--- src/sv/ssr_pkg.sv ---
// ----------------------------------------------------------------------------
// Stepper speed ramp package
// Shared types, constants and the step period table for the ramp generator.
// ----------------------------------------------------------------------------
`default_nettype none

package ssr_pkg;

    localparam int POS_W    = 16;
    localparam int TIMER_W  = 16;
    localparam int LEVEL_W  = 4;
    localparam int PERIOD_W = 14;
    localparam int CFG_W    = 16;

    // Operation codes carried in the input tuser.
    localparam logic OP_STEP = 1'b0;
    localparam logic OP_POLL = 1'b1;

    // Configuration register indexes.
    localparam logic CFG_WINDOW_LOW  = 1'b0;
    localparam logic CFG_WINDOW_HIGH = 1'b1;

    localparam logic [CFG_W-1:0]    WINDOW_LOW_RST  = 16'd20;
    localparam logic [CFG_W-1:0]    WINDOW_HIGH_RST = 16'd200;
    localparam logic [PERIOD_W-1:0] PERIOD_RST      = 14'd10000;

    typedef struct packed {
        logic [TIMER_W-1:0]     timer_count;
        logic signed [POS_W-1:0] target_pos;
        logic                   opcode;
    } item_t;

    typedef struct packed {
        logic                    pulse_out_enable;
        logic                    dir_out;
        logic                    running;
        logic [LEVEL_W-1:0]      speed_level;
        logic signed [POS_W-1:0] position;
        logic                    stepped;
        logic [PERIOD_W-1:0]     step_period;
    } result_t;

    typedef struct packed {
        logic [CFG_W-1:0] window_low;
        logic [CFG_W-1:0] window_high;
    } window_t;

    // Levels past the end of the table read the fastest entry.
    function automatic logic [PERIOD_W-1:0] period_lookup(input logic [LEVEL_W-1:0] lvl);
        logic [PERIOD_W-1:0] p;
        unique case (lvl)
            4'd0:    p = 14'd10000;
            4'd1:    p = 14'd8000;
            4'd2:    p = 14'd6500;
            4'd3:    p = 14'd5000;
            4'd4:    p = 14'd2000;
            4'd5:    p = 14'd500;
            4'd6:    p = 14'd400;
            4'd7:    p = 14'd300;
            4'd8:    p = 14'd200;
            default: p = 14'd100;
        endcase
        return p;
    endfunction

endpackage

`default_nettype wire

--- src/sv/ssr_in_reg.sv ---
// ----------------------------------------------------------------------------
// Stepper speed ramp input register
// Holds one accepted input transaction until the step stage takes it.
// ----------------------------------------------------------------------------
`default_nettype none

module ssr_in_reg
    import ssr_pkg::*;
(
    input  wire logic  clk,
    input  wire logic  rst_n,
    input  wire logic  in_valid,
    output logic       in_ready,
    input  wire item_t in_item,
    input  wire logic  take,
    output logic       item_valid,
    output item_t      item
);

    logic  valid_reg;
    logic  valid_next;
    item_t item_reg;

    // The register refills in the same cycle that it is emptied.
    assign in_ready   = !valid_reg || take;
    assign valid_next = (in_valid && in_ready) || (valid_reg && !take);

    always_ff @(posedge clk or negedge rst_n)
    begin
        if (!rst_n)
        begin
            valid_reg <= 1'b0;
        end
        else
        begin
            valid_reg <= valid_next;
        end
    end

    always_ff @(posedge clk)
    begin
        if (in_valid && in_ready)
        begin
            item_reg <= in_item;
        end
    end

    assign item_valid = valid_reg;
    assign item       = item_reg;

endmodule

`default_nettype wire

--- src/sv/ssr_step.sv ---
// ----------------------------------------------------------------------------
// Stepper speed ramp step stage
// Motion state, ramp update and the result register.
// ----------------------------------------------------------------------------
`default_nettype none

module ssr_step
    import ssr_pkg::*;
#(
    parameter int NUM_LEVELS = 10
)
(
    input  wire logic    clk,
    input  wire logic    rst_n,
    input  wire window_t window,
    input  wire logic    item_valid,
    input  wire item_t   item,
    output logic         take,
    output logic         out_valid,
    input  wire logic    out_ready,
    output result_t      result
);

    localparam logic [LEVEL_W-1:0] LEVEL_MAX = LEVEL_W'(NUM_LEVELS - 1);

    logic [POS_W-1:0]    position_reg, position_next;
    logic [LEVEL_W-1:0]  level_reg, level_next;
    logic                run_reg, run_next;
    logic                dir_reg, dir_next;
    logic                pulse_en_reg, pulse_en_next;
    logic [PERIOD_W-1:0] period_reg, period_next;
    logic                out_valid_reg, out_valid_next;
    result_t             result_reg, result_next;

    logic signed [POS_W:0]   pos_ext;
    logic signed [POS_W:0]   tgt_ext;
    logic signed [POS_W:0]   diff;
    logic signed [POS_W+1:0] remain;
    logic signed [POS_W+1:0] lvl_ext;
    logic                    in_window;
    logic                    start;
    logic                    stepped;

    assign take = item_valid && (!out_valid_reg || out_ready);

    assign pos_ext = {position_reg[POS_W-1], position_reg};
    assign tgt_ext = {item.target_pos[POS_W-1], item.target_pos};
    assign diff    = dir_reg ? (tgt_ext - pos_ext) : (pos_ext - tgt_ext);
    assign remain  = {diff[POS_W], diff} - (POS_W+2)'(1);
    assign lvl_ext = {{(POS_W+2-LEVEL_W){1'b0}}, level_reg};

    assign in_window = (item.timer_count > window.window_low)
                    && (item.timer_count < window.window_high);
    assign start     = !run_reg && (tgt_ext != pos_ext) && in_window;
    assign stepped   = (item.opcode == OP_STEP) && run_reg;

    always_comb
    begin
        position_next = position_reg;
        level_next    = level_reg;
        run_next      = run_reg;
        dir_next      = dir_reg;
        pulse_en_next = pulse_en_reg;
        period_next   = period_reg;
        unique case (item.opcode)
            OP_STEP:
            begin
                if (run_reg)
                begin
                    priority if (remain > lvl_ext && level_reg < LEVEL_MAX)
                    begin
                        level_next = level_reg + LEVEL_W'(1);
                    end
                    else if (remain < lvl_ext && level_reg != '0)
                    begin
                        level_next = level_reg - LEVEL_W'(1);
                    end
                    else
                    begin
                        level_next = level_reg;
                    end
                    position_next = dir_reg ? position_reg + POS_W'(1)
                                            : position_reg - POS_W'(1);
                    period_next   = period_lookup(level_next);
                    if (level_next == '0)
                    begin
                        run_next = 1'b0;
                    end
                end
            end
            OP_POLL:
            begin
                priority if (start)
                begin
                    dir_next      = tgt_ext > pos_ext;
                    run_next      = 1'b1;
                    pulse_en_next = 1'b1;
                end
                else if (level_reg == '0 && !run_reg && in_window)
                begin
                    pulse_en_next = 1'b0;
                end
                else
                begin
                    pulse_en_next = pulse_en_reg;
                end
            end
            default:
            begin
                position_next = position_reg;
            end
        endcase
    end

    always_comb
    begin
        result_next.step_period      = period_next;
        result_next.stepped          = stepped;
        result_next.position         = position_next;
        result_next.speed_level      = level_next;
        result_next.running          = run_next;
        result_next.dir_out          = dir_next;
        result_next.pulse_out_enable = pulse_en_next;
    end

    assign out_valid_next = take || (out_valid_reg && !out_ready);

    always_ff @(posedge clk or negedge rst_n)
    begin
        if (!rst_n)
        begin
            position_reg  <= '0;
            level_reg     <= '0;
            run_reg       <= 1'b0;
            dir_reg       <= 1'b0;
            pulse_en_reg  <= 1'b1;
            period_reg    <= PERIOD_RST;
            out_valid_reg <= 1'b0;
        end
        else
        begin
            out_valid_reg <= out_valid_next;
            if (take)
            begin
                position_reg <= position_next;
                level_reg    <= level_next;
                run_reg      <= run_next;
                dir_reg      <= dir_next;
                pulse_en_reg <= pulse_en_next;
                period_reg   <= period_next;
            end
        end
    end

    always_ff @(posedge clk)
    begin
        if (take)
        begin
            result_reg <= result_next;
        end
    end

    assign out_valid = out_valid_reg;
    assign result    = result_reg;

endmodule

`default_nettype wire

--- src/sv/stepper_speed_ramp.sv ---
// ----------------------------------------------------------------------------
// Stepper speed ramp
// Trapezoidal speed ramp generator for a stepper motor position mover.
// ----------------------------------------------------------------------------
// Each input transaction produces exactly one result transaction. A step tick
// moves a running motor one step toward the target, adapting the speed level
// to the remaining distance and reporting the step period of the new level; a
// start poll starts motion when idle and the timer count lies inside the
// window, or, with the target reached, disconnects the pulse output when idle
// at level zero inside the window. The block takes one transaction per clock
// while no result waits downstream: an input register feeds the combinational
// ramp logic that updates the motion state and loads the output register.
// While a result waits downstream the input register takes one more
// transaction and then holds the input off until the result is accepted.
// Window registers are written through cfg_wen, cfg_index and cfg_data; the
// user must write them only while the block is idle, as it does not enforce this.
`default_nettype none

module stepper_speed_ramp
    import ssr_pkg::*;
#(
    parameter int NUM_LEVELS = 10
)
(
    input  wire logic        clk,
    input  wire logic        rst_n,
    input  wire logic        cfg_wen,
    input  wire logic        cfg_index,
    input  wire logic [15:0] cfg_data,
    input  wire logic        s_tvalid,
    output logic             s_tready,
    // [15:0] target_pos, [31:16] timer_count
    input  wire logic [31:0] s_tdata,
    // [0] opcode
    input  wire logic        s_tuser,
    output logic             m_tvalid,
    input  wire logic        m_tready,
    // [13:0] step_period, [14] stepped, [30:15] position, [34:31] speed_level,
    // [35] running, [36] dir_out, [37] pulse_out_enable, [39:38] zero
    output logic [39:0]      m_tdata
);

    window_t window_reg;
    item_t   in_item;
    item_t   item;
    logic    item_valid;
    logic    take;
    result_t result;

    always_ff @(posedge clk or negedge rst_n)
    begin
        if (!rst_n)
        begin
            window_reg.window_low  <= WINDOW_LOW_RST;
            window_reg.window_high <= WINDOW_HIGH_RST;
        end
        else if (cfg_wen)
        begin
            unique case (cfg_index)
                CFG_WINDOW_LOW:  window_reg.window_low  <= cfg_data;
                CFG_WINDOW_HIGH: window_reg.window_high <= cfg_data;
                default:         window_reg.window_low  <= window_reg.window_low;
            endcase
        end
    end

    assign in_item.opcode      = s_tuser;
    assign in_item.target_pos  = s_tdata[15:0];
    assign in_item.timer_count = s_tdata[31:16];

    ssr_in_reg u_in_reg (
        .clk        (clk),
        .rst_n      (rst_n),
        .in_valid   (s_tvalid),
        .in_ready   (s_tready),
        .in_item    (in_item),
        .take       (take),
        .item_valid (item_valid),
        .item       (item)
    );

    ssr_step #(
        .NUM_LEVELS (NUM_LEVELS)
    ) u_step (
        .clk        (clk),
        .rst_n      (rst_n),
        .window     (window_reg),
        .item_valid (item_valid),
        .item       (item),
        .take       (take),
        .out_valid  (m_tvalid),
        .out_ready  (m_tready),
        .result     (result)
    );

    assign m_tdata = {2'b00, result};

`ifndef SYNTHESIS
    // The reported level never passes the top of the ramp.
    assert property (@(posedge clk) disable iff (!rst_n)
        m_tvalid |-> (m_tdata[34:31] <= LEVEL_W'(NUM_LEVELS - 1)))
        else $error("speed level above ramp maximum");

    // A step that ends motion has ramped all the way down.
    assert property (@(posedge clk) disable iff (!rst_n)
        (m_tvalid && m_tdata[14] && !m_tdata[35]) |-> (m_tdata[34:31] == '0))
        else $error("motion stopped at nonzero level");

    // An empty input register always accepts a transaction.
    assert property (@(posedge clk) disable iff (!rst_n)
        !item_valid |-> s_tready)
        else $error("input stalled while empty");

    // A taken item always yields a result in the next cycle.
    assert property (@(posedge clk) disable iff (!rst_n)
        take |=> m_tvalid)
        else $error("result lost after take");
`endif

endmodule

`default_nettype wire
--- config.mk ---
export PLATFORM = sky130hd
export DESIGN_NAME = stepper_speed_ramp
export DESIGN_NICKNAME = d
export VERILOG_FILES = /design/src/sv/ssr_pkg.sv /design/src/sv/ssr_in_reg.sv /design/src/sv/ssr_step.sv /design/src/sv/stepper_speed_ramp.sv
export SDC_FILE = /design/constraint.sdc
export NUM_CORES = 1
export LEC_CHECK = 0
export BUFFER_PORTS_ARGS = -buffer_cell sky130_fd_sc_hd__clkbuf_2
export CAP_MARGIN = 40
export CORE_UTILIZATION = 37
export DETAILED_ROUTE_END_ITERATION = 16
export PLACE_DENSITY = 0.63
export SLEW_MARGIN = 20
export SYNTH_ARGS = -nofsm -noshare
export SYNTH_HDL_FRONTEND = slang
export SYNTH_SLANG_ARGS = --single-unit
--- constraint.sdc ---
create_clock -name clk -period 6.2 [get_ports clk]
set_input_delay 0.93 -clock clk [delete_from_list [all_inputs] [get_ports clk]]
set_output_delay 0.93 -clock clk [all_outputs]
set_load 0.05 [all_outputs]
======== After elaboration in Yosys (flattened, before gate mapping) ========
Memory sizes are Yosys's and may differ from the RTL's.
Cells that the tools add are included.
storage, ports and cells
  logic and storage cells ................. 84
  input bits .............................. 55
  output and inout port bits .............. 42
  register bits ........................... 142
  memories kept ........................... 1
  memory bits (read-only) ................. 192
cells by class
  magnitude comparators ................... 6
  eq/ne operators ......................... 1
  bitwise logic cells ..................... 2
  reductions and logical operators ........ 26
  multiplexer cells ....................... 21
  $add $sub $neg .......................... 7
memories
  memory           words  width  rd ports  clocked after Yosys merged registers in  write ports  line           text
  (no name shown)  16     12     1         0                                        0            ssr_pkg.sv:51  unique case (lvl)
operators with widths
  cell                   count
  $mux 16                3
  $sub 16x16->17         2
  $gt 16x16->1           2
  $mux 14                2
  $mux 4                 6
  $gt 18x5->1            1
  $lt 18x5->1            1
  $sub 17x2->18 const B  1
  $mux 17                1
  $add 16x1->16 const B  1
  $lt 16x16->1           1
  $ne 16x16->1           1
  $sub 16x1->16 const B  1
  $logic_and 1x1->1      12
  $logic_not 4->1        2
  $mux 1                 8
  $logic_not 1->1        5
  $add 4x1->4 const B    1
  $logic_or 1x1->1       4
  $lt 4x4->1 const B     1
  $reduce_and 2->1       2
  $reduce_bool 4->1      1
  $sub 4x1->4 const B    1
  $not 1->1              2
  $pmux 1 s2             1

======== Depth between registers and ports, before layout ========
Gate-level depths: netlist (run 1).
  word-level depth ........................ 13
  depth in mapped cells ................... 24
  depth with buffers taken out ............ 24

======== Hierarchy ========
Synthesis (run 1) repeated with hierarchy kept, for this count alone.
unflattened totals
  cells, all modules ...................... 907
  area total of the unflattened synthesis .. 9308.9 um^2
modules (own cells, without submodules)
  module              times used  area an instance (um^2)  seq. area each (um^2)  cells an instance
  ssr_step            1           6986.7                   2099.5                 798
  stepper_speed_ramp  1           1277.5                   807.0                  72
  ssr_in_reg          1           1044.8                   1016.0                 37

======== Worst setup path after synthesis (run 1) ========
No wires, ideal clock.
  kind .................................... reg-to-reg
  from .................................... reg u_step.position_reg[0]
  to ...................................... reg u_step.result_reg, in the netlist u_step.result[2], data pin
  period minus slack after synthesis ...... 4.415 ns
  buffers on the path ..................... 0
  required time ........................... 6.055 ns
  stages on the path, launching flop included .. 22
  setup slack ............................. 1.785 ns
  arrival ................................. 4.270 ns
  library setup time ...................... 0.145 ns
  cell sequence ........................... dfrtp_1 -> inv_1 -> ha_1 -> inv_1 -> fa_1 -> a211oi_1 -> o211ai_1 -> nand3_1 -> a21o_1 -> nand2_1 -> nor4_4 -> mux2i_1 -> a211oi_2 -> a21bo_2 -> o22ai_1 -> o221ai_1 -> inv_1 -> ha_1 -> inv_1 -> mux2_2 -> mux2_4 -> o21ai_1
on the way
  cells in the longest elaborated chain, start to end .. 12
  elaborated cells on any way between the ends .. 15
  classes of those cells .................. add/sub (3); order compare (2); mux (7); reduce/logical (2); memory (1)
RTL lines
  item                       line             text
  start, declared            ssr_step.sv:26   logic [POS_W-1:0] position_reg, position_next;
  start signal, assigned     ssr_step.sv:145  position_reg <= position_next;
  $sub 16x16->17             ssr_step.sv:48   assign diff = dir_reg ? (tgt_ext - pos_ext) : (pos_ext - tgt_ext);
  $mux 17 (*)                ssr_step.sv:48
  $sub 17x2->18 (*)          ssr_step.sv:49   assign remain = {diff[POS_W], diff} - (POS_W+2)'(1);
  $lt 18x5->1                ssr_step.sv:74   else if (remain < lvl_ext && level_reg != '0)
  $logic_and 1x1->1          ssr_step.sv:74
  $mux 4                     ssr_step.sv:74
  $mux 4 (*)                 ssr_step.sv:70   priority if (remain > lvl_ext && level_reg < LEVEL_MAX)
  $mux 4 (*)                 ssr_step.sv:68   if (run_reg)
  $mux 4 (*)                 ssr_step.sv:65   unique case (item.opcode)
  $mem_v2 16x12 (*)          --
  $mux 14 (*)                ssr_step.sv:68
  $mux 14 (*)                ssr_step.sv:65
  via u_step.period_next[2]  ssr_step.sv:31   logic [PERIOD_W-1:0] period_reg, period_next;
  end signal, assigned       ssr_step.sv:159  result_reg <= result_next;
  end, declared              ssr_step.sv:33   result_t result_reg, result_next;
The timed path passes the listed nets; every way through them passes the cells marked *. The select of a mux whose other input is x is not followed.
A chain may end at the register's enable or synchronous reset.

======== Worst setup path in the final report (run 1) ========
  from .................................... reg u_step.position_reg[0]
  to ...................................... reg u_step.result_reg, in the netlist u_step.result[5], data pin
Same word-level chain as after synthesis.

==> run summary, run 1 <==
The run finished with clean final reports. The total negative setup slack is 0 ns. The top cell type by total area after synthesis is sky130_fd_sc_hd__edfxtp_1.

Compared with the post-synthesis result, the final layout area differs by 14.9%. Counting flops with a built-in enable in the synthesized netlist gives between 70 and 80. The total standard cell area after synthesis came out at 9300 um2. The worst register-to-register path ends at u_step.result[5]$_DFFE_PP_. Counting buffers and inverters, the worst setup path is 19 cells deep.

The worst register-to-register path begins at u_step.position_reg[0]$_DFFE_PN0P_. After clock tree synthesis, the clock-pin slew on the worst setup and hold paths is about 0.060 ns. The die covers between 20000 and 30000 um2. For the worst setup path, the data required time is 6.34 ns. The path depth of the worst reg2reg path came out at 19. Of the post-synthesis cell area, the dominant cell type holds 22.9%.

The mean routed wirelength per cell is 16.3 um. The first-pass GRT wire length came out at roughly 37000 um. The cell sitting at the root of the clock tree is a sky130_fd_sc_hd__clkbuf_16. The number of gates given a new drive strength after cts is 0. The count of fill cells added during filler insertion is roughly 2400.

The number of global-route vias before repair is 7040. Dividing the synthesized area by the synthesized cell count gives ~9.7 um2. The width of the die came out at between 150 and 200 um. Once routing completed, OpenROAD measured the worst setup slack at about 1.1 ns.

For this run, the leading register cell type out of synthesis is sky130_fd_sc_hd__edfxtp_1. Cells with a size suffix above 1 make up 18.9% of the layout. After routing the design area is about 11000 um2. The clock latency at the later pin of the worst-skew pair is between 0.4 and 0.5 ns. The number of levels in the clock H-tree is 4. Buffers inserted during clock tree synthesis total 17. The worst supply voltage drop on vdd came out at 194 uV. The number of library cell types mapped by synthesis came out at between 70 and 80. After Yosys synthesis, XOR and XNOR cells account for under 10% of the synthesized area.

During placement, the flow inserted port buffers numbering 94. The detail-routed via count per cell came out at ~5.2. The end-of-flow core utilization came out at between 40 and 50%.

STA classifies the critical path endpoint as a flop. The global routing usage summed across all routing layers is 18.1%. The post-CTS setup-driven buffer insertion count came out at 0. The number of DRC markers in iteration 0 came out at 402. Among cell families on the critical path, the largest total delay comes from compound AO/OA/AOI/OAI gates. The critical path arrival is roughly 5.3 ns.

Synthesis produced approximately 960 cells. Summed over all layers, the global routing overflow is 0. The delay contributed by the slowest stage of the critical path is 0.46 ns. After synthesis, the largest family of logic cells by area is compound AO/OA/AOI/OAI gates.

The max-slew violation count is 0. The final route contains just over 7000 vias. The number of antenna diodes in the final layout is 0. Setup repair after global routing left no endpoint under its margin.

Entering global routing, the biggest net connects 56 pins. The most instantiated library cell after synthesis is sky130_fd_sc_hd__nand2_1. The Yosys step of the flow raised 0 warnings. Setup violations remaining at the end of the flow were counted as 0. The TritonCTS sink count came out at roughly 140. The overall power is approximately 6 mW.

The critical path starts at u_step.position_reg[0]$_DFFE_PN0P_. The vertical die dimension came out at approximately 160 um. The share of the cycle needed by the critical path after routing is a little over 80%. The power density normalized to cell area is between 500 and 600 nW/um2. The detailed-route DRC error count is 0. Once detailed placement completed, the half-perimeter wirelength came to approximately 17000 um. Walking the worst path, the cells encountered are inv_1 -> ha_1 -> inv_1 -> fa_1 -> a211oi_1 -> o211ai_1 -> nand3_1 -> a21o_1 -> nand2_1 -> nor4_4 -> mux2i_1 -> a211oi_1 -> a21oi_1 -> o22ai_1 -> o221ai_1 -> ha_1 -> nor2b_1 -> mux2_4 -> o21ai_1. Of the synthesized area, sequential elements account for 42.2%. The first-pass detailed-route iteration total came out at 5. The number of ports placed on the die boundary came out at 97. The final critical-path required period came out at 5.10 ns. By area the synthesized netlist is led by sky130_fd_sc_hd__edfxtp_1 (23%), sky130_fd_sc_hd__dfrtp_1 (16%), sky130_fd_sc_hd__ha_1 (12%), sky130_fd_sc_hd__o21ai_0 (4.8%), sky130_fd_sc_hd__nand2_1 (4.8%). By count the netlist is led by sky130_fd_sc_hd__nand2_1 (118), sky130_fd_sc_hd__inv_1 (92), sky130_fd_sc_hd__o21ai_0 (90), sky130_fd_sc_hd__ha_1 (89), sky130_fd_sc_hd__edfxtp_1 (71). The starting utilization of the core area is between 30% and 40%. The net count of the finished layout is approximately 1200. Summed over all cells, the static leakage comes to about 4.7 nW. Of the total synthesized cell area, the portion taken by AND, OR, NAND and NOR gates is a little over an eighth. The nature of the critical path startpoint is a flop.

The clock tree from TritonCTS is built. The congestion estimate from routability-driven global placement came to ~0.88. The remaining number of nets flagged by the antenna check after routing came out at 0. The relative max-transition margin came out at roughly 40%.

The total count of hold-check failures in the final report is 0. By startpoint and endpoint, the worst setup path is classified as reg -> reg. The initial antenna violation count came out at 0. The path class of the tightest hold or removal check is in -> async. Of the total synthesized cell area, the portion taken by full adders, half adders and majority gates is around an eighth. The cell area after placement came out at 10100 um2. The maximum net fanout on the critical path came out at 6. The standard cell core area is between 20000 and 25000 um2. The worst slack at placement is around 1.2 ns. The post-synthesis compound-gate area fraction came out at a little under a fifth. The synthesized design contains 142 register bits.

After detailed routing, the total wire length is approximately 23000 um. At the pin with the least slew margin, the transition time is around 0.9 ns. On the critical path, the stage with the largest delay is an instance of sky130_fd_sc_hd__dfrtp_1. The fraction of registers with async set or reset after synthesis is ~50%. The share of cell area taken by muxes after synthesis is under 10%. The number of flip-flops under the largest register name came out at 38. The critical path contains buffers and inverters numbering 2 combined. The row count came out at 57. The worst-case register-to-register setup slack came out at between 1 and 1.5 ns. Timing would allow up to about 200 MHz. The number of buffers between clock root and the deepest sink came out at 2. The max capacitance violation total came out at 0.

The worst clock skew on the final layout is 0.0137 ns. Hold repair after CTS inserted 0 buffers.
## worst register-to-register path, delay by kind of cell (launching register included)
family / cells / cell delay, ns
AO/OA/AOI/OAI: 8 / 1.80
adder cells (fa/ha/maj): 3 / 0.92
multiplexers: 2 / 0.56
flip-flops: 1 / 0.46
AND/OR/NAND/NOR: 4 / 0.92
buffers and inverters: 2 / 0.19
## worst max path at each step
stage | endpoint
after global routing | u_step.result[5]$_DFFE_PP_
after global placement | u_step.result[2]$_DFFE_PP_
after floorplan | u_step.result[2]$_DFFE_PP_
final | u_step.result[5]$_DFFE_PP_
after detailed placement | u_step.result[5]$_DFFE_PP_
after CTS | u_step.result[5]$_DFFE_PP_
## layout make-up
cell class	count	area, um2	area share [%]
Multi-Input combinational cell	689	4850	45.4
Sequential cell	142	3920	36.7
Timing Repair Buffer	102	586	5.48
Clock buffer	19	433	4.05
Tap cell	324	405	3.79
Inverter	94	353	3.30
Clock inverter	13	141	1.32
## routing by layer
metal  wire, um  track usage (%)
met5          0                0
met4        323             4.81
met3        863             3.10
met2      10600             29.6
met1      10800             24.6
## metrics by stage
step,hold slack (ns),cells
floorplan,0.444,963
global placement,0.453,1348
detailed placement,0.460,1351
CTS,0.456,1383
global route,0.469,1383
finish,0.450,1383
## logic make-up after synthesis
logic type                 after synthesis
AOI/OAI and AO/OA                      265
xor gates and xnor gates                33
adders and majority gates               92
buffers and inverters                  132
DFF                                    142
muxes                                   32
other                                    1
and+or+nand+nor                        265
## layout by cell type (no fill, tap or decap), types with 17 or more instances in the layout
cell	instances
sky130_fd_sc_hd__a21o_1	22
sky130_fd_sc_hd__a21oi_1	52
sky130_fd_sc_hd__clkbuf_16	17
sky130_fd_sc_hd__clkbuf_2	93
sky130_fd_sc_hd__dfrtp_1	60
sky130_fd_sc_hd__edfxtp_1	71
sky130_fd_sc_hd__ha_1	89
sky130_fd_sc_hd__inv_1	91
sky130_fd_sc_hd__mux2_2	22
sky130_fd_sc_hd__nand2_1	117
sky130_fd_sc_hd__nand3_1	22
sky130_fd_sc_hd__nor2_1	47
sky130_fd_sc_hd__o21ai_0	90
sky130_fd_sc_hd__xnor2_1	22
## where the power goes
group,switching (mW),internal (mW)
clock network,0.407,0.594
registers,0.182,1.29
logic,2.24,1.26
(Power assumes the default switching activity.)
==> run 2, diff against run 1 <==
--- a/config.mk
+++ b/config.mk
@@ -5,6 +5,7 @@
 export SDC_FILE = /design/constraint.sdc
 export NUM_CORES = 1
 export LEC_CHECK = 0
+export ABC_AREA = 1
 export BUFFER_PORTS_ARGS = -buffer_cell sky130_fd_sc_hd__clkbuf_2
 export CAP_MARGIN = 40
 export CORE_UTILIZATION = 37
==> constraint.sdc (replaced) <==
create_clock -name clk -period 5.2 [get_ports clk]
set_input_delay 0.78 -clock clk [delete_from_list [all_inputs] [get_ports clk]]
set_output_delay 0.78 -clock clk [all_outputs]
set_load 0.05 [all_outputs]
==> run summary, run 2 <==
The flow ran to the end, and the final reports show no timing, DRC or antenna violations. The antenna diode instance count is 0 (unchanged). The transition time at the pin with the least slew margin came out at 0.540 ns (-0.338 ns).

The number of ports placed on the die boundary is 97 (unchanged). The number of DRC markers in iteration 0 came out at 456 (+13%). The global routing usage summed across all routing layers came out at 18.6% (+0.54 points). The total negative setup slack was 0 ns (unchanged). The remaining number of nets flagged by the antenna check after routing came out at 0 (unchanged).

The library cells used most frequently in the layout, excluding fill and tap cells, are sky130_fd_sc_hd__nand2_1 (338), sky130_fd_sc_hd__inv_1 (208), sky130_fd_sc_hd__clkbuf_2 (93). Clock tree synthesis selected as its root buffer the cell sky130_fd_sc_hd__clkbuf_16. The net switching component of the power is 3.74 mW (+32%).

The portion of total power attributed to sequential cells is 23.2% (-1.4 points). The share of the cycle needed by the critical path after routing came out at 82.5% (+0.22 points). The share of cells above drive strength 1 came out at 14.3% (-4.6 points). The total routed wirelength is 23300 um (+3.5%). The vertical die dimension came out at 164 um (+2.0%).

By count the netlist is led by sky130_fd_sc_hd__nand2_1 (338), sky130_fd_sc_hd__inv_1 (209), sky130_fd_sc_hd__ha_1 (89), sky130_fd_sc_hd__o21ai_0 (88), sky130_fd_sc_hd__nand3_1 (86). The library cell contributing the largest single delay on the critical path is sky130_fd_sc_hd__dfrtp_1. The number of buffers between clock root and the deepest sink is 2 (unchanged). The cell repeated most along the worst path is sky130_fd_sc_hd__nand2_1. The max capacitance violation total is 0 (unchanged). The width of the die came out at 164 um (+2.0%). The count of yosys warnings during synthesis is 0 (unchanged). The library cell used most frequently in the layout, excluding fill and tap cells, is sky130_fd_sc_hd__nand2_1. The standard cell core area is 25400 um2 (+3.8%). The nature of the critical path startpoint is a flop. The pin count of the biggest net entering global routing is 38 (-32%). The final critical-path required period was 4.29 ns (-0.812 ns). By area the synthesized netlist is led by sky130_fd_sc_hd__edfxtp_1 (22%), sky130_fd_sc_hd__dfrtp_1 (16%), sky130_fd_sc_hd__nand2_1 (13%), sky130_fd_sc_hd__ha_1 (12%), sky130_fd_sc_hd__inv_1 (8.1%). The total of flip-flops plus latches after synthesis came to 142 (unchanged).

The worst clock skew on the final layout came out at 0.0134 ns (-0.000321 ns). The flip-flop cell with the highest count after synthesis is sky130_fd_sc_hd__edfxtp_1. The end of the worst register-to-register path is u_step.result[2]$_DFFE_PP_. The total CTS buffers is 17 (unchanged).

The detail-routed via count per cell came out at 4.82 (-7.7%). The total standard cell area after synthesis is 9680 um2 (+4.0%). The leakage power total is 5.66 nW (+20%). The initial antenna violation count is 0 (unchanged). The number of synthesized flops with an enable pin came out at 71 (unchanged).

The number of setup violations in the final report came out at 0 (unchanged). The worst supply voltage drop on vdd is 247 uV (+27%). The most instantiated library cell after synthesis is sky130_fd_sc_hd__nand2_1. The switching share of power came out at 50.5% (+3.1 points).

The overall power is 7.40 mW (+24%). The relative max-transition margin was 63.9% (+24 points). The post-synthesis sequential area ratio was 40.5% (-1.6 points).

The top achievable clock speed came out at 233 MHz (+19%). The number of library cell types mapped by synthesis came out at 49 (-38%). The number of buffers added to fix hold violations after cts came out at 0 (unchanged). The startpoint identified for the worst register-to-register timing path is u_step.position_reg[0]$_DFFE_PN0P_. The top cell type's share of synthesized area came out at 22.0% (-0.88 points).

The clock network fraction of total power is 16.5% (-0.3 points). The last weighted congestion value of the routability-driven placer was 0.895 (+2.0%). The number of flip-flops under the largest register name is 38 (unchanged). The growth of design area from synthesis to finish came out at 15.2%. The mean routed wirelength per cell is 13.9 um (-15%). The residual overflow from global routing came out at 0 (unchanged).

STA classifies the critical path endpoint as a flop. The fraction of registers with async set or reset after synthesis came out at 50.0% (unchanged). The net count of the finished layout is 1486 (+25%). The footprint of the flip-flops and latches came out at 3920 um2 (unchanged). The clock latency at the later pin of the worst-skew pair is 0.43 ns (about the same). The worst hold path belongs to the class in -> async. The number of global-route vias before repair is 8095 (+15%). The synthesized area divided by synthesized cell count came out at 7.78 um2 (-20%). The number of I/O port buffers is 94 (unchanged). The row count came out at 58 (+1.8%).

The starting utilization of the core area came out at 38.1% (+0.065 points). The estimated wirelength of the detail-placed design was 17900 um (+4.9%). The first-pass detailed-route iteration total came out at 5 (unchanged).

The path depth of the worst reg2reg path came out at 30 (+11). The data required time at the worst endpoint came out at 5.37 ns (-0.97 ns). The count of vias placed by the detailed router is 8109 (+12%).

The area enclosed by the die boundary was 26800 um2 (+4.0%). The worst-case register-to-register setup slack is 0.91 ns (-0.19 ns). The detailed-route DRC error count is 0 (unchanged). The number of buffers and inverters on the critical path is 5 (+3). The clock edge transition at the registers on the reported setup and hold paths came out at 0.07 ns (about the same). The number of gates given a new drive strength after cts came out at 0 (unchanged).

The internal power summed over all cells came out at 3.66 mW (+17%). Setup repair after global routing left no endpoint under its margin. The delay contributed by the slowest stage of the critical path is 0.47 ns (about the same).

TritonCTS built the clock tree. The total count of hold-check failures in the final report was 0 (unchanged). The power density normalized to cell area is 664 nW/um2 (+19%). Of all cell types, the one taking the most synthesized area is sky130_fd_sc_hd__edfxtp_1.

The first-pass GRT wire length came out at 39100 um (+6.5%). The count of fill cells added during filler insertion was 2573 (+7.9%). The combined area of the multi-input logic cells came out at 4800 um2 (-0.95%). The TritonCTS sink count came out at 142 (unchanged). The maximum net fanout on the critical path was 7 (+1). The synthesized instance count is 1243 (+29%). The critical path arrival is 4.46 ns (-0.79 ns). The number of levels in the clock H-tree is 4 (unchanged).

The max-slew violation count is 0 (unchanged). The cell family contributing the most delay on the critical path is simple AND/OR/NAND/NOR gates. The type of the worst setup path is reg -> reg. The combinational group share of total power is 60.2% (+1.6 points).

The post-CTS setup-driven buffer insertion count is 0 (unchanged).
[run 2: changes by cell type in the layout (fill, tap and decap cells not counted), sizes merged, moves of 13 or more]
cell	before	now
a211oi	14	0
a21o	22	2
inv	94	224
mux2	23	0
nand2	118	359
nand2b	13	0
nand3	23	87
nor2	48	77
xnor2	25	4
[run 2: metal layers]
layer / track usage (%) / routed length (um) / up-vias / part of all wire, %
li1: - / - / 4202 / -
met1: 24.6 / 11000 / 3706 / 47
met2: 31.0 / 10900 / 182 / 47
met3: 3.51 / 1070 / 19 / 4.6
met4: 5.26 / 316 / 0 / 1.4
met5: 0 / 0 / - / 0
[run 2: worst max path at each step]
stage,startpoint,endpoint,slack [ns],cells after the start
after floorplan,u_step.position_reg[0]$_DFFE_PN0P_,u_step.result[2]$_DFFE_PP_,1.40,30
after global placement,u_step.position_reg[0]$_DFFE_PN0P_,u_step.result[2]$_DFFE_PP_,1.05,30
after detailed placement,u_step.position_reg[0]$_DFFE_PN0P_,u_step.result[2]$_DFFE_PP_,0.95,30
after CTS,u_step.position_reg[0]$_DFFE_PN0P_,u_step.result[2]$_DFFE_PP_,0.93,30
after global routing,u_step.position_reg[0]$_DFFE_PN0P_,u_step.result[2]$_DFFE_PP_,0.47,30
final,u_step.position_reg[0]$_DFFE_PN0P_,u_step.result[2]$_DFFE_PP_,0.91,30
[run 2: stage by stage]
step	utilization, %	hold WS, ns	instances	area (um2)	setup WS (ns)
global route	43.9	0.365	1682	11200	0.467
floorplan	-	0.448	1244	9680	1.40
global placement	41.2	0.464	1645	10500	1.05
detailed placement	41.6	0.473	1650	10600	0.947
CTS	43.9	0.334	1682	11200	0.932
finish	43.9	0.331	1682	11200	0.908
[run 2: power groups by stage]
stage,Clock [mW],Sequential [mW],Combinational (mW)
after global routing,1.30,1.75,5.08
after CTS,1.26,1.72,4.45
after detailed placement,0,1.74,4.42
after floorplan,0,1.99,3.18
after global placement,0,1.73,4.35
final,1.22,1.72,4.46
[run 2: kinds of logic (layout without fill, tap and decap cells)]
family / count (synthesis) / in the layout / synth area share [%]
simple gates: 556 / 556 / 24.8
buf+inv: 245 / 353 / 9.89
compound gates: 184 / 184 / 10.5
flops: 142 / 142 / 40.5
fa+ha+maj: 92 / 92 / 12.1
xor+xnor: 21 / 21 / 1.90
mux: 2 / 2 / 0.207
other cells: 1 / 2 / 0.0388
[run 2: worst register-to-register path: cells and delay by family, from the launching register on]
family | cells | cell delay [ns]
flops | 1 | 0.47
compound gates | 3 | 0.38
fa+ha+maj | 4 | 1.11
buf+inv | 5 | 0.35
simple gates | 18 | 1.72
[run 2: final cells by class]
cell class	instances	share of cell area, %
sequential	142	35.2
multi-input combinational	857	43.1
timing repair buffer	103	5.39
tap	330	3.70
clock inverter	10	0.752
inverter	218	7.36
clock buffer	22	4.56
==> run 3, diff against run 2 <==
==> constraint.sdc (replaced) <==
create_clock -name clk -period 4.06 [get_ports clk]
set_input_delay 0.609 -clock clk [delete_from_list [all_inputs] [get_ports clk]]
set_output_delay 0.609 -clock clk [all_outputs]
set_load 0.05 [all_outputs]
==> run summary, run 3 (synthesis gave the netlist of run 2 again) <==
The flow ran to the end, and the final reports show no timing, DRC or antenna violations. Leaving out fill and tap cells, the most frequent cell in the layout is sky130_fd_sc_hd__nand2_1. The net count of the finished layout was 1513 (+1.8%). The pin count of the biggest net entering global routing was 38 (unchanged). The number of buffers and inverters on the critical path is 5 (unchanged). The critical path in this run is classified as reg -> reg.

The detail-routed via count per cell is 4.87 (+0.92%). The clock edge transition at the registers on the reported setup and hold paths is 0.06 ns (about the same). The root buffer cell chosen for the clock tree is sky130_fd_sc_hd__clkbuf_16.

The first-pass GRT wire length came out at 40000 um (+2.3%). The clock latency at the later pin of the worst-skew pair came out at 0.42 ns (about the same). The number of setup violations in the final report is 0 (unchanged). The antenna diode instance count came out at 0 (unchanged).

The max-slew violation count came to 0 (unchanged). The library cell contributing the largest single delay on the critical path is sky130_fd_sc_hd__fa_1. The detailed-route DRC error count came out at 0 (unchanged). The met2 routing resource usage after global routing came out at 31.3% (+0.33 points). The vertical die dimension came to 164 um (unchanged). The number of flip-flops under the largest register name came out at 38 (unchanged). The global routing usage summed across all routing layers is 18.9% (+0.32 points). The number of global-route vias before repair came out at 8147 (+0.64%).

The first-pass detailed-route iteration total is 6 (+1). The total count of hold-check failures in the final report came out at 0 (unchanged). The count of fill cells added during filler insertion is 2506 (-2.6%).

The min-delay analysis places its worst path in the category in -> async. The row count is 58 (unchanged). The worst supply voltage drop on vdd is 467 uV (+89%). The delay contributed by the slowest stage of the critical path was 0.49 ns (+0.02 ns).

The critical path arrival is 4.23 ns (-0.23 ns). The total routed wirelength is 24100 um (+3.5%). The mean routed wirelength per cell was 14.1 um (+1.9%). The routing usage on met3 came out at 3.43% (-0.076 points).

The final critical-path required period came out at 4.06 ns (-0.237 ns). The growth of design area from synthesis to finish came out at 20.1%. The estimated wirelength of the detail-placed design came out at 18200 um (+1.5%).

The standard cell core area came out at 25400 um2 (unchanged). In this run the most used layer during global routing was met2. The leakage power total came to 5.81 nW (+2.7%). The cell area after placement was 10600 um2 (+0.52%). The number of levels in the clock H-tree is 4 (unchanged). The maximum net fanout on the critical path came out at 6 (-1). TritonCTS built the clock tree. The relative max-transition margin is 62.6% (-1.4 points).

The max capacitance violation total came out at 0 (unchanged). The top achievable clock speed is 247 MHz (+5.8%). The number of buffers added to fix hold violations after cts is 0 (unchanged). The number of buffers between clock root and the deepest sink is 2 (unchanged). The number of ports placed on the die boundary came out at 97 (unchanged). The number of I/O port buffers came to 94 (unchanged). The share of cells above drive strength 1 was 20.5% (+6.2 points). The residual overflow from global routing came out at 0 (unchanged). The remaining number of nets flagged by the antenna check after routing was 0 (unchanged). The met1 track demand over resource is 25.3% (+0.70 points). The width of the die came out at 164 um (unchanged). The total CTS buffers is 17 (unchanged). STA classifies the critical path startpoint as a flop. The power density normalized to cell area came out at 907 nW/um2 (+37%).

The worst-case register-to-register setup slack came out at 0.005 ns (-0.90 ns). The share of the cycle needed by the critical path after routing came to 99.9% (+17 points). The starting utilization of the core area is 38.1% (unchanged). The data required time at the worst endpoint is 4.24 ns (-1.13 ns).

Setup repair after global routing could not meet its margin everywhere. The top cell types in the final layout, fill and taps aside, are sky130_fd_sc_hd__nand2_1 (321), sky130_fd_sc_hd__inv_1 (197), sky130_fd_sc_hd__clkbuf_2 (93). STA classifies the critical path endpoint as a flop. The smallest setup slack after layout is 0.00476 ns (-0.903 ns). On the critical path the largest part of the delay comes from simple AND/OR/NAND/NOR gates. The area enclosed by the die boundary was 26800 um2 (unchanged). The last weighted congestion value of the routability-driven placer is 0.879 (-1.7%). The number of DRC markers in iteration 0 came out at 576 (+26%). The transition time at the pin with the least slew margin came to 0.561 ns (+0.0208 ns). The initial antenna violation count came to 0 (unchanged). The TritonCTS sink count came out at 142 (unchanged). The worst slack at placement came out at -0.0591 ns (-1.01 ns). The post-route cell area came out at 11600 um2 (+4.2%).

The worst clock skew on the final layout came out at 0.0127 ns (-0.000768 ns). The count of vias placed by the detailed router came out at 8315 (+2.5%).
-- run 3: cell types whose count changed in the layout (fill, tap and decap cells not counted), moves of 10 or more --
cell                      change
sky130_fd_sc_hd__inv_1       -11
sky130_fd_sc_hd__nand3_2     +10
sky130_fd_sc_hd__nand2_1     -17
sky130_fd_sc_hd__nor2_1      -11
sky130_fd_sc_hd__nand3_1     -12
sky130_fd_sc_hd__buf_4       +24
sky130_fd_sc_hd__nand2_2     +11
-- run 3: worst paths after layout --
check / endpoint / cells past startpoint / from
worst max-delay path: u_step.result[3]$_DFFE_PP_ / 29 / u_in_reg.item[1]$_DFFE_PP_
worst min-delay path: window_reg[27]$_DFFE_PN0P_ / 1 / rst_n
worst max register to register: u_step.result[3]$_DFFE_PP_ / 29 / u_in_reg.item[1]$_DFFE_PP_
worst min register to register: u_step.period_reg[9]$_DFFE_PN1P_ / 2 / u_step.period_reg[9]$_DFFE_PN1P_
max in group asynchronous: window_reg[18]$_DFFE_PN1P_ / 2 / rst_n
min in group clk: u_in_reg.item[9]$_DFFE_PP_ / 1 / s_tdata[8]
-- run 3: timing repair --
item,in CTS,in global routing
setup buffers,5,12
endpoints found under the setup margin,6,31
pin swaps,2,41
resized for setup,6,87
gates cloned,0,0
-- run 3: per-layer routing --
metal | part of all wire, % | vias to the layer above
met4 | 1.8 | 0
met3 | 5.1 | 29
met5 | 0 | -
met2 | 47 | 197
met1 | 46 | 3828
li1 | - | 4261
-- run 3: cell type report --
type                            instances  area [um2]  area share (%)
Clock buffer                           17         425            3.66
Clock inverter                         15         126            1.09
Inverter                              218         828            7.13
Multi-Input combinational cell        857        5110            44.0
Sequential cell                       142        3920            33.7
Tap cell                              330         413            3.55
Timing Repair Buffer                  130         798            6.87
-- run 3: stage by stage --
stage	cells	power, mW	setup TNS, ns	hold slack [ns]	util (%)
final	1709	10.5	0	0.163	45.8
after global routing	1709	11.5	-3.34	0.194	45.8
after detailed placement	1660	7.99	-0.179	0.471	41.8
after CTS	1697	9.63	0	0.165	44.2
after global placement	1656	7.90	0	0.466	41.5
after floorplan	1244	6.62	0	0.313	-
-- run 3: report_power, final --
group / internal [mW] / leakage, nW / switching, mW / total [mW]
Sequential: 1.96 / 1.54 / 0.226 / 2.19
Combinational: 2.40 / 4.00 / 4.47 / 6.88
Clock: 0.803 / 0.276 / 0.677 / 1.48
